==> config.mk <==
export PLATFORM = sky130hd
export DESIGN_NAME = c3z_win
export DESIGN_NICKNAME = d
export VERILOG_FILES = /design/src/hw/rtl/c3z_pkg.sv /design/src/hw/rtl/c3z_win.sv
export SDC_FILE = /design/constraint.sdc
export NUM_CORES = 1
export LEC_CHECK = 0
export ABC_AREA = 1
export ABC_CLOCK_PERIOD_IN_PS = 7600
export BUFFER_PORTS_ARGS = -buffer_cell sky130_fd_sc_hd__buf_2
export CAP_MARGIN = 40
export CORE_MARGIN = 2
export CORE_UTILIZATION = 58
export DETAILED_ROUTE_END_ITERATION = 16
export PLACE_DENSITY = 0.86
export RECOVER_POWER = 100
export SYNTH_ARGS = -nofsm -noshare
export SYNTH_HDL_FRONTEND = slang
export SYNTH_SLANG_ARGS = --single-unit
==> constraint.sdc <==
create_clock -name clk -period 7.6 [get_ports clk]
set_input_delay 0.38 -clock clk [delete_from_list [all_inputs] [get_ports clk]]
set_output_delay 0.38 -clock clk [all_outputs]
set_load 0.02 [all_outputs]
==> src/hw/rtl/c3z_pkg.sv <==
`timescale 1ns / 1ps

package c3z_pkg;

  // field widths
  localparam int PIX_W    = 16;
  localparam int COEF_W   = 16;
  localparam int ROWC_W   = 3 * COEF_W;
  localparam int VAL_W    = 27;
  localparam int ROW_W    = 12;
  localparam int COL_W    = 10;
  localparam int WID_W    = 11;
  localparam int HGT_W    = 13;
  localparam int PROD_W   = PIX_W + COEF_W;
  localparam int SUM_W    = PROD_W + 4;
  localparam int FRAC_W   = 8;
  localparam int TAPS     = 9;

  localparam int CFG_IDX_W  = 3;
  localparam int CFG_DATA_W = ROWC_W;

  localparam int IN_TDATA_W  = 16;
  localparam int OUT_TDATA_W = 56;

  localparam int COL_LIMIT       = 1024;
  localparam int ROW_LIMIT       = 4096;
  localparam int DEF_MAX_WIDTH   = 1024;

  // register indexes
  localparam logic [CFG_IDX_W-1:0] CFG_FRAME_WIDTH  = 3'd0;
  localparam logic [CFG_IDX_W-1:0] CFG_FRAME_HEIGHT = 3'd1;
  localparam logic [CFG_IDX_W-1:0] CFG_COEF_TOP     = 3'd2;
  localparam logic [CFG_IDX_W-1:0] CFG_COEF_MID     = 3'd3;
  localparam logic [CFG_IDX_W-1:0] CFG_COEF_BOT     = 3'd4;

  // reset values: vertical sobel kernel in q8.8
  localparam logic [WID_W-1:0]  RST_FRAME_WIDTH  = 11'd10;
  localparam logic [HGT_W-1:0]  RST_FRAME_HEIGHT = 13'd10;
  localparam logic [ROWC_W-1:0] RST_COEF_TOP     = 48'h0100_0200_0100;
  localparam logic [ROWC_W-1:0] RST_COEF_MID     = 48'h0000_0000_0000;
  localparam logic [ROWC_W-1:0] RST_COEF_BOT     = 48'hFF00_FE00_FF00;

  typedef logic [2:0][ROWC_W-1:0] coeff_rows_t;

  typedef struct packed {
    logic [WID_W-1:0] width;
    logic [HGT_W-1:0] height;
  } geom_t;

  typedef struct packed {
    logic             en;
    logic [PIX_W-1:0] top;
    logic [PIX_W-1:0] mid;
  } lbuf_wr_t;

  typedef struct packed {
    logic [TAPS-1:0][PIX_W-1:0] pix;
    logic [TAPS-1:0]            keep;
    logic [ROW_W-1:0]           row;
    logic [COL_W-1:0]           col;
    logic                       run_last;
    logic                       frame_end;
  } job_t;

endpackage

==> src/hw/rtl/c3z_win.sv <==
`timescale 1ns / 1ps

module c3z_win
  import c3z_pkg::*;
#(
  parameter int ADDR_W = $clog2(DEF_MAX_WIDTH)
) (
  input  logic              clk,
  input  logic              rst_n,
  input  geom_t             geom,
  input  logic              ld_valid,
  output logic              ld_ready,
  input  logic [PIX_W-1:0]  ld_px,
  input  logic [ROW_W-1:0]  ld_row,
  input  logic [COL_W-1:0]  ld_col,
  input  logic [PIX_W-1:0]  rd_top,
  input  logic [PIX_W-1:0]  rd_mid,
  output lbuf_wr_t          wr,
  output logic [ADDR_W-1:0] wr_addr,
  output logic              job_valid,
  input  logic              job_ready,
  output job_t              job
);

  // stage 1: pixel plus line store read data
  logic             s1_valid_r;
  logic [PIX_W-1:0] s1_px_r;
  logic [ROW_W-1:0] s1_row_r;
  logic [COL_W-1:0] s1_col_r;
  logic             byp_r;
  logic [PIX_W-1:0] byp_top_r;
  logic [PIX_W-1:0] byp_mid_r;

  // stage 2: window and result sequencing
  logic [2:0][2:0][PIX_W-1:0] win_r;
  logic             s2_valid_r;
  logic [ROW_W-1:0] s2_row_r;
  logic [COL_W-1:0] s2_col_r;
  logic             up_r, rowcur_r, left_r, colcur_r;
  logic             a_r, b_r;

  logic             s1_fire, s2_ready, job_fire;
  logic [PIX_W-1:0] top_v, mid_v;
  logic [HGT_W-1:0] h_last;
  logic [WID_W-1:0] w_last;
  logic             ld_up, ld_rowcur, ld_left, ld_colcur;
  logic             dr, dc, last_a, last_b;
  logic [2:0]       row_ok, col_ok;
  logic [ROW_W-1:0] job_row;
  logic [COL_W-1:0] job_col;

  assign h_last = geom.height - HGT_W'(1);
  assign w_last = geom.width - WID_W'(1);

  assign job_fire = s2_valid_r && job_ready;
  assign s2_ready = !s2_valid_r || (job_fire && job.run_last);
  assign s1_fire  = s1_valid_r && s2_ready;
  assign ld_ready = !s1_valid_r || s1_fire;

  // same-cycle write to the address just read goes around the memory
  assign top_v = byp_r ? byp_top_r : rd_top;
  assign mid_v = byp_r ? byp_mid_r : rd_mid;

  assign wr      = '{en: s1_fire, top: mid_v, mid: s1_px_r};
  assign wr_addr = s1_col_r[ADDR_W-1:0];

  assign ld_up     = s1_row_r != '0;
  assign ld_rowcur = {1'b0, s1_row_r} == h_last;
  assign ld_left   = s1_col_r != '0;
  assign ld_colcur = {1'b0, s1_col_r} == w_last;

  always_ff @(posedge clk) begin
    if (!rst_n) begin
      s1_valid_r <= 1'b0;
    end else if (ld_valid) begin
      s1_valid_r <= 1'b1;
    end else if (s1_fire) begin
      s1_valid_r <= 1'b0;
    end
    if (ld_valid) begin
      s1_px_r   <= ld_px;
      s1_row_r  <= ld_row;
      s1_col_r  <= ld_col;
      byp_r     <= s1_fire && (s1_col_r == ld_col);
      byp_top_r <= mid_v;
      byp_mid_r <= s1_px_r;
    end
  end

  always_ff @(posedge clk) begin
    if (!rst_n) begin
      s2_valid_r <= 1'b0;
      a_r        <= 1'b0;
      b_r        <= 1'b0;
    end else if (s1_fire) begin
      s2_valid_r <= (ld_up || ld_rowcur) && (ld_left || ld_colcur);
      a_r        <= 1'b0;
      b_r        <= 1'b0;
    end else if (job_fire) begin
      if (job.run_last) begin
        s2_valid_r <= 1'b0;
      end else if (last_b) begin
        a_r <= 1'b1;
        b_r <= 1'b0;
      end else begin
        b_r <= 1'b1;
      end
    end
  end

  always_ff @(posedge clk) begin
    if (s1_fire) begin
      for (int k = 0; k < 3; k++) begin
        win_r[k][0] <= win_r[k][1];
        win_r[k][1] <= win_r[k][2];
      end
      win_r[0][2] <= top_v;
      win_r[1][2] <= mid_v;
      win_r[2][2] <= s1_px_r;
      s2_row_r    <= s1_row_r;
      s2_col_r    <= s1_col_r;
      up_r        <= ld_up;
      rowcur_r    <= ld_rowcur;
      left_r      <= ld_left;
      colcur_r    <= ld_colcur;
    end
  end

  // result order: row above before current row, column left before current
  assign dr     = a_r || !up_r;
  assign dc     = b_r || !left_r;
  assign last_a = a_r || !(up_r && rowcur_r);
  assign last_b = b_r || !(left_r && colcur_r);

  assign job_valid = s2_valid_r;
  assign job_row   = s2_row_r - ROW_W'(!dr);
  assign job_col   = s2_col_r - COL_W'(!dc);

  assign row_ok = {({1'b0, job_row} != h_last), 1'b1, (job_row != '0)};
  assign col_ok = {({1'b0, job_col} != w_last), 1'b1, (job_col != '0)};

  always_comb begin
    logic [1:0] wy;
    logic [1:0] wx;
    job.row       = job_row;
    job.col       = job_col;
    job.run_last  = last_a && last_b;
    job.frame_end = ({1'b0, job_row} == h_last) && ({1'b0, job_col} == w_last);
    for (int i = 0; i < 3; i++) begin
      for (int j = 0; j < 3; j++) begin
        wy = (dr && i != 2) ? 2'(i + 1) : 2'(i);
        wx = (dc && j != 2) ? 2'(j + 1) : 2'(j);
        job.pix[i*3+j]  = win_r[wy][wx];
        job.keep[i*3+j] = row_ok[i] && col_ok[j];
      end
    end
  end

endmodule

==> results by group, run 1 <==
Outcome
  – Status: complete, but fails checks
  – Violated checks: capacitance limit, slew limit

STA
  – Setup violators final: 0
  – Final Hold Vio Count: 0
  – TNS Setup: 0 ps
  – Post-Route Skew: 17.15 ps
  – RSZ-0062 raised after global routing: false
  – Final min period: 5652 ps
  – Final setup margin: 1948 ps
  – Final worst path period share: 0.7436
  – Rel. slew slack: -0.9127
  – Max Transition Viols Final: 253
  – Slew of the pin with the lowest slew margin: 2869 ps
  – Fmax achieved: 176.9 MHz

Worst setup path
  – Critical Path AT: between 5000 and 6000 ps
  – CP Capture Type: primary output
  – Buf/Inv on CP: 5
  – Critical path's slowest cell: nand2_1
  – CP Max Fanout: 90
  – CP top delay family: simple AND/OR/NAND/NOR gates
  – Slowest stage delay, CP: 800 ps
  – CP most frequent cell: nor2_1
  – Crit Path Category: flip-flop to primary output
  – Worst Setup Start Kind: flip-flop
  – Data required, critical path: 7220 ps
  – Worst-path cell chain: inv_1 -> nand2_1 -> buf_12 -> inv_1 -> buf_4 -> ha_1 -> ha_1 -> nand2_1 -> nor2_1 -> xor2_1 -> or2_1 -> o21ai_0 -> nor2_1 -> nand4_1 -> nor2_1 -> nor2_1 -> clkbuf_1

Floorplan
  – Die area: ~22000 um^2
  – Die Ht: approximately 150 um
  – Std-Cell Rows: 53
  – Core area: around 21000 um^2
  – Chip width: 149.7 um
  – IO Pins: 320
  – Initial Util: 0.5875

Power
  – Pwr Density: 226.0 nW/um^2
  – P_int: 0.002389 W
  – Leakage: 5.723 nW
  – Seq pwr share: 0.498
  – Comb pwr share: 0.141
  – NetSw: 0.0008955 W
  – Maximum VDD drop: 0.2448 mV
  – Clock power frac: 0.362
  – Switching fraction of total power: 0.2727

Synthesis
  – Largest family of logic cells by synthesized area: simple AND/OR/NAND/NOR gates
  – Synth Cell Area: 12310 um^2
  – Simple-gate share of the synthesized area: 0.1856
  – Synth Area in Compound Gates: 0.07470
  – FF+latch count, synth: 245
  – Share of the synthesized area in the top cell type: 0.5879
  – Syn_nets: 1345
  – Top cells by area, synth: edfxtp_1 (59%), nand2_1 (10%), o21ai_0 (4.8%)
  – Synth Area in XOR/XNOR: 0.02876
  – Adder-cell share of the synthesized area: 0.006098
  – Area leader, netlist: edfxtp_1
  – Avg Inst Size Synth: about 9.9 um^2
  – Syn. warnings: 0
  – Seq/Total Area, Yosys: 0.5944
  – Post-synth EDFFs: 241
  – Synth cell types: 41
  – Mux share of post-synthesis cell area: 0.04635
  – Ys flop type: edfxtp_1
  – Post-Syn Instances: 1241
  – Fraction of registers with async set/reset: 0

Routing
  – Via Count: 10040
  – Post-route ant nets: 0
  – Number of iterations in the first detailed-routing pass: 6
  – DR vias/cell: roughly 5.5
  – Number of DRC markers in iteration 0: between 800 and 900
  – DR DRC count: 0
  – Wire per inst: approximately 18 um
  – Wirelength, routed: about 33000 um

Clock tree
  – CTS clock-pin slew for the worst setup and hold paths: ~60 ps
  – TritonCTS clock tree: yes
  – Clock latency on the worst-skew pair: 530 ps
  – H-tree depth: 1
  – Total CTS buffers: 25
  – Root buffer cell: clkbuf_16
  – PostCTS Resize Cnt: 0
  – Hold_buf cts: 5
  – Postcts setup bufs: 0
  – CTS Buffer Depth: 3
  – Clock Sinks: 245

Cells and area
  – Ratio of cells with drive above 1 in the final layout: 0.1125
  – Finished Layout Cells: 1833
  – Area grow syn2layout: 18.06%
  – Fin nets: 1641
  – Filler cell count: 1745

Placed design
  – DP Worst Slack: 3327 ps
  – Post-DP HPWL: 24530 um
  – IO Port Bufs: 318
  – Global placement routability congestion: 0.9583
  – DP Cell Count: 1779

Global route
  – First-pass GRT wire length: between 50000 and 60000 um
  – Vias in the first global route: 9312
  – Final global-route overflow total: 0
  – GRT Util Overall: 0.2894
  – Largest net degree at the start of global routing: 101
  – Initial antenna violation count: 2

Run
  – Max cap viols: 5

Hold path
  – Worst min path class: primary input to flip-flop
## power by group through the flow
| stage | clock (W) | combinational [W] | sequential, W |
|---|---|---|---|
| finish | 0.00119 | 0.000462 | 0.00163 |
| global route | 0.00125 | 0.000502 | 0.00164 |
| CTS | 0.00121 | 0.000484 | 0.00163 |
| detailed placement | 0 | 0.000480 | 0.00166 |
| global placement | 0 | 0.000468 | 0.00165 |
| floorplan | 0 | 0.000291 | 0.00166 |
## final cells by class
cell class / instances / area, um^2 / share of cell area
clock buffer: 31 / 648.1 / 0.04459
tap: 275 / 344.1 / 0.02367
multi-input combinational: 806 / 4172 / 0.2870
inverter: 128 / 486.7 / 0.03349
sequential: 245 / 7317 / 0.5034
clock inverter: 15 / 137.6 / 0.009470
antenna: 2 / 5.005 / 0.0003444
timing repair buffer: 331 / 1424 / 0.09797
## Yosys cell counts (4+ instances only)
cell	instances
xor2_1	18
o21ai_0	118
o211ai_1	14
nand2_1	344
clkbuf_1	37
nor4_1	6
xor2_2	4
mux2i_1	21
dfxtp_1	4
edfxtp_1	241
mux2_2	32
a21oi_1	29
nor2_2	10
nand4_1	18
nand3b_1	4
nor3_1	6
buf_4	18
o22ai_1	5
nor2_1	74
or2_2	4
xnor2_1	15
inv_1	125
ha_1	6
nand3_1	56
## cells in the final DEF (no fill, tap or decap), types with 5 or more instances in the layout
cell type,count
ha_1,6
a21oi_1,29
clkbuf_1,232
clkbuf_16,25
xnor2_1,15
mux2i_1,21
nor4_1,6
o21ai_0,118
mux2_1,16
nand4_1,19
mux2_2,16
buf_2,95
o211ai_1,14
inv_1,125
edfxtp_1,241
nand2_1,344
xor2_1,21
clkinv_1,8
nor3_1,6
dlygate4sd3_1,6
o22ai_1,5
nor2_2,9
nand3_1,57
nor2_1,75
## cells by family after synthesis
group / count (synthesis)
xor+xnor: 37
simple gates: 536
buf+inv: 190
mux: 53
other cells: 1
fa+ha+maj: 6
flops: 245
compound gates: 173
## state kept, by name, indices dropped and copies added, names as in the netlist, 10 cells and up
| signal | flops |
|---|---|
| win_r | 128 |
| job | 16 |
| s1_row_r | 12 |
| s2_row_r | 12 |
| byp_mid_r | 16 |
| byp_top_r | 16 |
| wr_addr | 10 |
| s2_col_r | 10 |
| s1_px_r | 16 |
## layer usage
layer  track usage  part of all wire  up-vias
met5             0                 0        -
met4        0.1019             0.041        0
met3       0.06402             0.091       81
met2        0.4532              0.45      508
met1        0.4031              0.42     4655
li1              -                 -     4796
## metrics by stage
| stage | hold slack (ps) | util | total power, W | area, um^2 |
|---|---|---|---|---|
| global placement | 427.0 | 0.6682 | 0.002123 | 14000 |
| CTS | 0.6929 | 0.7104 | 0.003323 | 14890 |
| finish | 22.98 | 0.6936 | 0.003284 | 14530 |
| detailed placement | 431.9 | 0.6705 | 0.002139 | 14050 |
| global route | 0.2686 | 0.6933 | 0.003397 | 14530 |
| floorplan | 425.7 | - | 0.001951 | 12310 |
## worst paths after layout
kind	start	end	slack (ps)	depth (start not counted)
worst max-delay path	a_r	job[30]	1950	17
worst min-delay path	ld_px[10]	s1_px_r[10]	20	1
worst max register to register	up_r	win_r[58]	2520	9
worst min register to register	win_r[36]	win_r[20]	450	0
Power figures use the tool's default switching activity.
==> run 2, diff against run 1 <==
--- a/config.mk
+++ b/config.mk
@@ -6,13 +6,13 @@
 export NUM_CORES = 1
 export LEC_CHECK = 0
 export ABC_AREA = 1
-export ABC_CLOCK_PERIOD_IN_PS = 7600
+export ABC_CLOCK_PERIOD_IN_PS = 5500
 export BUFFER_PORTS_ARGS = -buffer_cell sky130_fd_sc_hd__buf_2
 export CAP_MARGIN = 40
 export CORE_MARGIN = 2
-export CORE_UTILIZATION = 58
+export CORE_UTILIZATION = 54
 export DETAILED_ROUTE_END_ITERATION = 16
-export PLACE_DENSITY = 0.86
+export PLACE_DENSITY = 0.81
 export RECOVER_POWER = 100
 export SYNTH_ARGS = -nofsm -noshare
 export SYNTH_HDL_FRONTEND = slang
==> constraint.sdc (replaced) <==
create_clock -name clk -period 5.5 [get_ports clk]
set_input_delay 0.275 -clock clk [delete_from_list [all_inputs] [get_ports clk]]
set_output_delay 0.275 -clock clk [all_outputs]
set_load 0.02 [all_outputs]
==> results by group, run 2 (same netlist as run 1, synthesis figures left out) <==
Clock tree
  – CTS clock-pin slew for the worst setup and hold paths: 60 ps
  – Root buffer cell: clkbuf_16
  – Clock Sinks: 245
  – Total CTS buffers: 27
  – Postcts setup bufs: 0
  – CTS Buffer Depth: 3
  – Hold_buf cts: 39
  – TritonCTS clock tree: yes
  – Clock latency on the worst-skew pair: 540 ps
  – H-tree depth: 1
  – PostCTS Resize Cnt: 0

STA
  – Setup violators final: 0
  – Hold Slack: 42.27 ps
  – Fmax achieved: 220.3 MHz
  – Final min period: approximately 4500 ps
  – Slew of the pin with the lowest slew margin: 2515 ps
  – Post-Route Skew: 16.69 ps
  – Max Transition Viols Final: 171
  – Final worst path period share: 0.8253
  – Final Hold Vio Count: 0
  – RSZ-0062 raised after global routing: false
  – Rel. slew slack: -0.6767
  – TNS Setup: 0 ps

Routing
  – Wire per inst: between 15 and 20 um
  – Number of DRC markers in iteration 0: 837
  – Via Count: 10102
  – DR DRC count: 0
  – DR vias/cell: 5.365
  – Post-route ant nets: 0
  – Wirelength, routed: 34780 um
  – Number of iterations in the first detailed-routing pass: 5

Worst setup path
  – Data required, critical path: roughly 5200 ps
  – Slowest stage delay, CP: 1130 ps
  – Critical path's slowest cell: clkbuf_1
  – RR Endpoint: win_r[99]
  – Reg2Reg Setup Slack: 1410 ps
  – Critical Path AT: 4260 ps
  – Crit Path Category: flip-flop to primary output
  – FF-to-FF Start: up_r
  – Worst-case reg-to-reg path depth: 9
  – CP Capture Type: primary output
  – Worst Setup Start Kind: flip-flop
  – CP Max Fanout: 54
  – Worst-path cell chain: nand2_4 -> clkbuf_1 -> clkbuf_2 -> o21ai_0 -> o21ai_0 -> clkbuf_1

Floorplan
  – Core area: around 23000 um^2
  – Chip width: 155.0 um
  – Die area: 24020 um^2
  – Std-Cell Rows: 55
  – Die Ht: approximately 150 um
  – IO Pins: 320
  – Initial Util: 0.5471

Global route
  – Final global-route overflow total: 0
  – First-pass GRT wire length: roughly 53000 um
  – Initial antenna violation count: 3
  – Largest net degree at the start of global routing: 101
  – Vias in the first global route: 9820
  – GRT Util Overall: 0.2836

Cells and area
  – Post-route cell area: roughly 15000 um^2
  – Ratio of cells with drive above 1 in the final layout: 0.1154
  – Most frequent cells in the layout: nand2_1 (343), edfxtp_1 (241), clkbuf_1 (232)
  – Final Core Density: 0.6688
  – Fin nets: 1681
  – Largest register FFs: about 130
  – Area grow syn2layout: 22.25%
  – Top reg by flops: win_r
  – Most common cell after layout, fill and taps aside: nand2_1
  – Finished Layout Cells: 1883

Run
  – Max cap viols: 6

Outcome
  – Violated checks: capacitance limit, slew limit
  – Status: complete, but fails checks

Hold path
  – Worst min path class: primary input to flip-flop
  – Hold path start: rd_top[4]
  – Hold Crit Endpoint: win_r[36]
  – Worst Hold Path Cells: 2

Power
  – P_int: 0.003517 W
  – Leakage: 5.944 nW
  – Comb pwr share: 0.139
  – Seq pwr share: 0.471
  – Maximum VDD drop: 0.2143 mV
  – Pwr Density: approximately 320 nW/um^2
  – NetSw: roughly 0.0013 W
  – Switching fraction of total power: 0.2654
  – Clock power frac: 0.390

Placed design
  – Global placement routability congestion: 0.9103
  – DP Cell Count: between 1500 and 2000
  – Post-DP HPWL: between 20000 and 30000 um
  – IO Port Bufs: 318
  – Placed Area: 14120 um^2
==> run 2: metal layers <==
| layer | part of all wire | track usage | vias to the layer above |
|---|---|---|---|
| met5 | 0 | 0 | - |
| met4 | 0.043 | 0.1146 | 0 |
| met3 | 0.075 | 0.05487 | 89 |
| met2 | 0.47 | 0.4504 | 426 |
| met1 | 0.41 | 0.3875 | 4703 |
| li1 | - | - | 4884 |
==> run 2: stage by stage <==
step	setup slack, ps	power (W)
after CTS	1603	0.004839
after floorplan	345.3	0.002696
after global placement	2109	0.002942
after global routing	709.4	0.004947
final	960.9	0.004788
after detailed placement	2217	0.002963
==> run 2: layout make-up <==
| class | instances | area [um^2] |
|---|---|---|
| tap | 285 | 356.6 |
| inverter | 128 | 483.0 |
| clock buffer | 32 | 694.4 |
| clock inverter | 15 | 214.0 |
| timing repair buffer | 369 | 1798 |
| antenna | 3 | 7.507 |
| fill | 1882 | 7453 |
| sequential | 245 | 7317 |
| multi-input combinational | 806 | 4179 |
==> run 2: power by group through the flow <==
| stage | logic, W | clock network (W) | registers [W] |
|---|---|---|---|
| 6_report | 0.000665 | 0.00187 | 0.00226 |
| 5_1_grt | 0.000723 | 0.00196 | 0.00227 |
| 4_1_cts | 0.000697 | 0.00189 | 0.00225 |
| 3_5_place_dp | 0.000671 | 0 | 0.00229 |
| 3_3_place_gp | 0.000655 | 0 | 0.00229 |
| 2_1_floorplan | 0.000402 | 0 | 0.00229 |
==> run 2: worst max path at each step <==
stage                     startpoint        to  cells after the start
final                           up_r   job[87]                      6
after global routing            up_r   job[87]                      6
after CTS                     left_r   job[26]                     16
after detailed placement      left_r   job[26]                     16
after global placement        left_r  job[158]                      5
after floorplan                 up_r    wr[32]                      8
==> run 2: worst max-delay path, delay by kind of cell (launching register included) <==
family / cells / cell delay [ps]
buffers and inverters: 3 / 2500
AOI/OAI and AO/OA: 2 / 670
DFF: 1 / 430
and+or+nand+nor: 1 / 100
==> run 3, diff against run 2 <==
--- a/config.mk
+++ b/config.mk
@@ -5,14 +5,14 @@
 export SDC_FILE = /design/constraint.sdc
 export NUM_CORES = 1
 export LEC_CHECK = 0
-export ABC_AREA = 1
-export ABC_CLOCK_PERIOD_IN_PS = 5500
+export ABC_AREA = 0
+export ABC_CLOCK_PERIOD_IN_PS = 4300
 export BUFFER_PORTS_ARGS = -buffer_cell sky130_fd_sc_hd__buf_2
 export CAP_MARGIN = 40
 export CORE_MARGIN = 2
-export CORE_UTILIZATION = 54
+export CORE_UTILIZATION = 53
 export DETAILED_ROUTE_END_ITERATION = 16
-export PLACE_DENSITY = 0.81
+export PLACE_DENSITY = 0.8
 export RECOVER_POWER = 100
 export SYNTH_ARGS = -nofsm -noshare
 export SYNTH_HDL_FRONTEND = slang
==> constraint.sdc (replaced) <==
create_clock -name clk -period 4.3 [get_ports clk]
set_input_delay 0.215 -clock clk [delete_from_list [all_inputs] [get_ports clk]]
set_output_delay 0.215 -clock clk [all_outputs]
set_load 0.02 [all_outputs]
==> results by group, run 3 <==
Floorplan
  – Std-Cell Rows: 54
  – Die Ht: 153.6 um
  – IO Pins: 320
  – Core area: 21890 um^2
  – Chip width: 153.6 um
  – Initial Util: 0.5417
  – Die area: about 24000 um^2

Routing
  – Post-route ant nets: 0
  – DR vias/cell: 5.446
  – Via Count: 8191
  – Wire per inst: approximately 19 um
  – Wirelength, routed: 28580 um
  – Number of DRC markers in iteration 0: 475
  – Number of iterations in the first detailed-routing pass: 5
  – DR DRC count: 0

Worst setup path
  – Worst-case reg-to-reg path depth: 6
  – Reg2Reg Setup Slack: between 500 and 600 ps
  – Worst-path cell chain: nor2b_4 -> ha_1 -> ha_1 -> or4b_4 -> or3_4 -> a21oi_2 -> or4b_4 -> a2111oi_4 -> inv_2 -> nor2_2 -> buf_2
  – CP Max Fanout: 4
  – FF-to-FF Start: left_r
  – Crit Path Category: flip-flop to primary output
  – Data required, critical path: 4090 ps
  – RR Endpoint: win_r[83]
  – Critical path's slowest cell: a2111oi_4
  – Slowest stage delay, CP: 530 ps
  – Critical Path AT: 3810 ps
  – CP Capture Type: primary output
  – Worst Setup Start Kind: flip-flop

Synthesis
  – Top cells by area, synth: edfxtp_1 (61%), mux2_2 (9.1%), mux2i_1 (6.8%)
  – Seq/Total Area, Yosys: 0.6170
  – Commonest cells post-synth: edfxtp_1 (241), mux2_2 (96), mux2i_1 (80)
  – Synth cell types: 57
  – Post-Syn Instances: roughly 840
  – Ys flop type: edfxtp_1
  – Fraction of registers with async set/reset: 0
  – Avg Inst Size Synth: 14.05 um^2
  – FF+latch count, synth: 245
  – Area leader, netlist: edfxtp_1
  – Syn_nets: 948
  – Share of the synthesized area in the top cell type: 0.6103
  – Post-synth EDFFs: 241
  – Syn. warnings: 0
  – Cell with the most instances after synthesis: edfxtp_1
  – Synth Cell Area: 11860 um^2

STA
  – Max Transition Viols Final: 116
  – Post-Route Skew: around 21 ps
  – Rel. slew slack: -0.7533
  – Fmax achieved: 248.6 MHz
  – Hold Slack: between 30 and 40 ps
  – Final min period: a little over 4000 ps
  – RSZ-0062 raised after global routing: false
  – Setup violators final: 0
  – Final Hold Vio Count: 0
  – Slew of the pin with the lowest slew margin: approximately 2600 ps
  – Final worst path period share: 0.9353
  – TNS Setup: 0 ps

Hold path
  – Worst min path class: primary input to flip-flop
  – Hold Crit Endpoint: win_r[46]
  – Hold path start: rd_top[14]
  – Worst Hold Path Cells: 2

Cells and area
  – Finished Layout Cells: 1504
  – Inserted Diodes: 0
  – Area grow syn2layout: 24.46%
  – Post-route cell area: 14760 um^2
  – Most frequent cells in the layout: edfxtp_1 (241), clkbuf_1 (203), buf_2 (125)
  – Largest register FFs: 128
  – Most common cell after layout, fill and taps aside: edfxtp_1
  – Fin nets: approximately 1300
  – Top reg by flops: win_r
  – Ratio of cells with drive above 1 in the final layout: 0.1838

Clock tree
  – Hold_buf cts: 60
  – Postcts setup bufs: 0
  – Total CTS buffers: 26
  – H-tree depth: 1
  – Root buffer cell: clkbuf_16
  – Clock latency on the worst-skew pair: 530 ps
  – PostCTS Resize Cnt: 0
  – Clock Sinks: 245
  – CTS Buffer Depth: 3
  – CTS clock-pin slew for the worst setup and hold paths: 60 ps
  – TritonCTS clock tree: yes

Outcome
  – Status: complete, but fails checks
  – Violated checks: capacitance limit, slew limit

Power
  – Leakage: 5.726 nW
  – Pwr Density: around 400 nW/um^2
  – Maximum VDD drop: 0.4007 mV

Global route
  – Initial antenna violation count: 0
  – Vias in the first global route: 8382
  – GRT Util Overall: 0.2342
  – Final global-route overflow total: 0
  – Largest net degree at the start of global routing: 64
  – First-pass GRT wire length: 44510 um

Placed design
  – Post-DP HPWL: slightly below 20000 um
  – IO Port Bufs: 318
  – Placed Area: 13690 um^2
  – Global placement routability congestion: 0.8702
  – DP Cell Count: 1398

Run
  – Max cap viols: 3
==> run 3: cell types whose count changed in the layout (fill, tap and decap cells not counted), moves of 19 or more <==
cell           change
a21oi_1           +19
buf_2             +26
clkbuf_1          -29
dlygate4sd3_1     +21
inv_1             -96
mux2_1            +32
mux2_2            +32
mux2i_1           +59
nand2_1          -326
nand3_1           -45
o21ai_0          -114
xnor2_1           +37
==> run 3: logic make-up after synthesis <==
logic type | Yosys count | synth area share
AOI/OAI and AO/OA | 72 | 0.03746
adders and majority gates | 6 | 0.006330
xor gates and xnor gates | 90 | 0.07122
DFF | 245 | 0.6170
muxes | 176 | 0.1587
other | 1 | 0.0003162
buffers and inverters | 86 | 0.03355
and+or+nand+nor | 168 | 0.07544
==> run 3: metal layers <==
| layer | global-route usage | vias up | wire length [um] |
|---|---|---|---|
| met2 | 0.4055 | 306 | 14340 |
| li1 | - | 3869 | - |
| met3 | 0.05017 | 87 | 1830 |
| met1 | 0.2855 | 3929 | 11170 |
| met5 | 0 | - | 0 |
| met4 | 0.09786 | 0 | 1242 |
==> run 3: worst max-delay path by stage <==
stage / start / endpoint / slack [ps]
floorplan: up_r / wr[32] / -8
global placement: up_r / job[0] / 990
detailed placement: up_r / job[0] / 860
CTS: a_r / job[0] / 280
global route: a_r / job[0] / 110
finish: a_r / job[0] / 280
==> run 3: layout make-up <==
cell class,count,area (um^2)
Clock buffer,33,676.9
Clock inverter,13,148.9
Fill cell,1682,7132
Inverter,31,120.1
Multi-Input combinational cell,513,4139
Sequential cell,245,7317
Tap cell,280,350.3
Timing Repair Buffer,389,2007
==> run 3: power breakdown <==
group	leakage (nW)	total, W	internal [W]	switching, W
combinational	3.02	0.000766	0.000283	0.000483
clock	0.400	0.00217	0.00129	0.000883
sequential	2.31	0.00289	0.00280	0.0000979
total	5.73	0.00583	0.00437	0.00146
==> run 3: critical path: cells and delay by family (launching register included) <==
family                   cells  cell delay (ps)
AND/OR/NAND/NOR              5             1560
AO/OA/AOI/OAI                2              710
buffers and inverters        2              260
adder cells (fa/ha/maj)      2              410
flip-flops                   1              330
==> run 3: stage by stage <==
step / utilization / total power, W / setup slack, ps
3_5_place_dp: 0.6255 / 0.003698 / 859.2
4_1_cts: 0.6907 / 0.005923 / 284.5
5_1_grt: 0.6742 / 0.006039 / 107.2
3_3_place_gp: 0.6233 / 0.003675 / 987.5
2_1_floorplan: - / 0.003408 / -7.914
6_report: 0.6742 / 0.005832 / 278.0
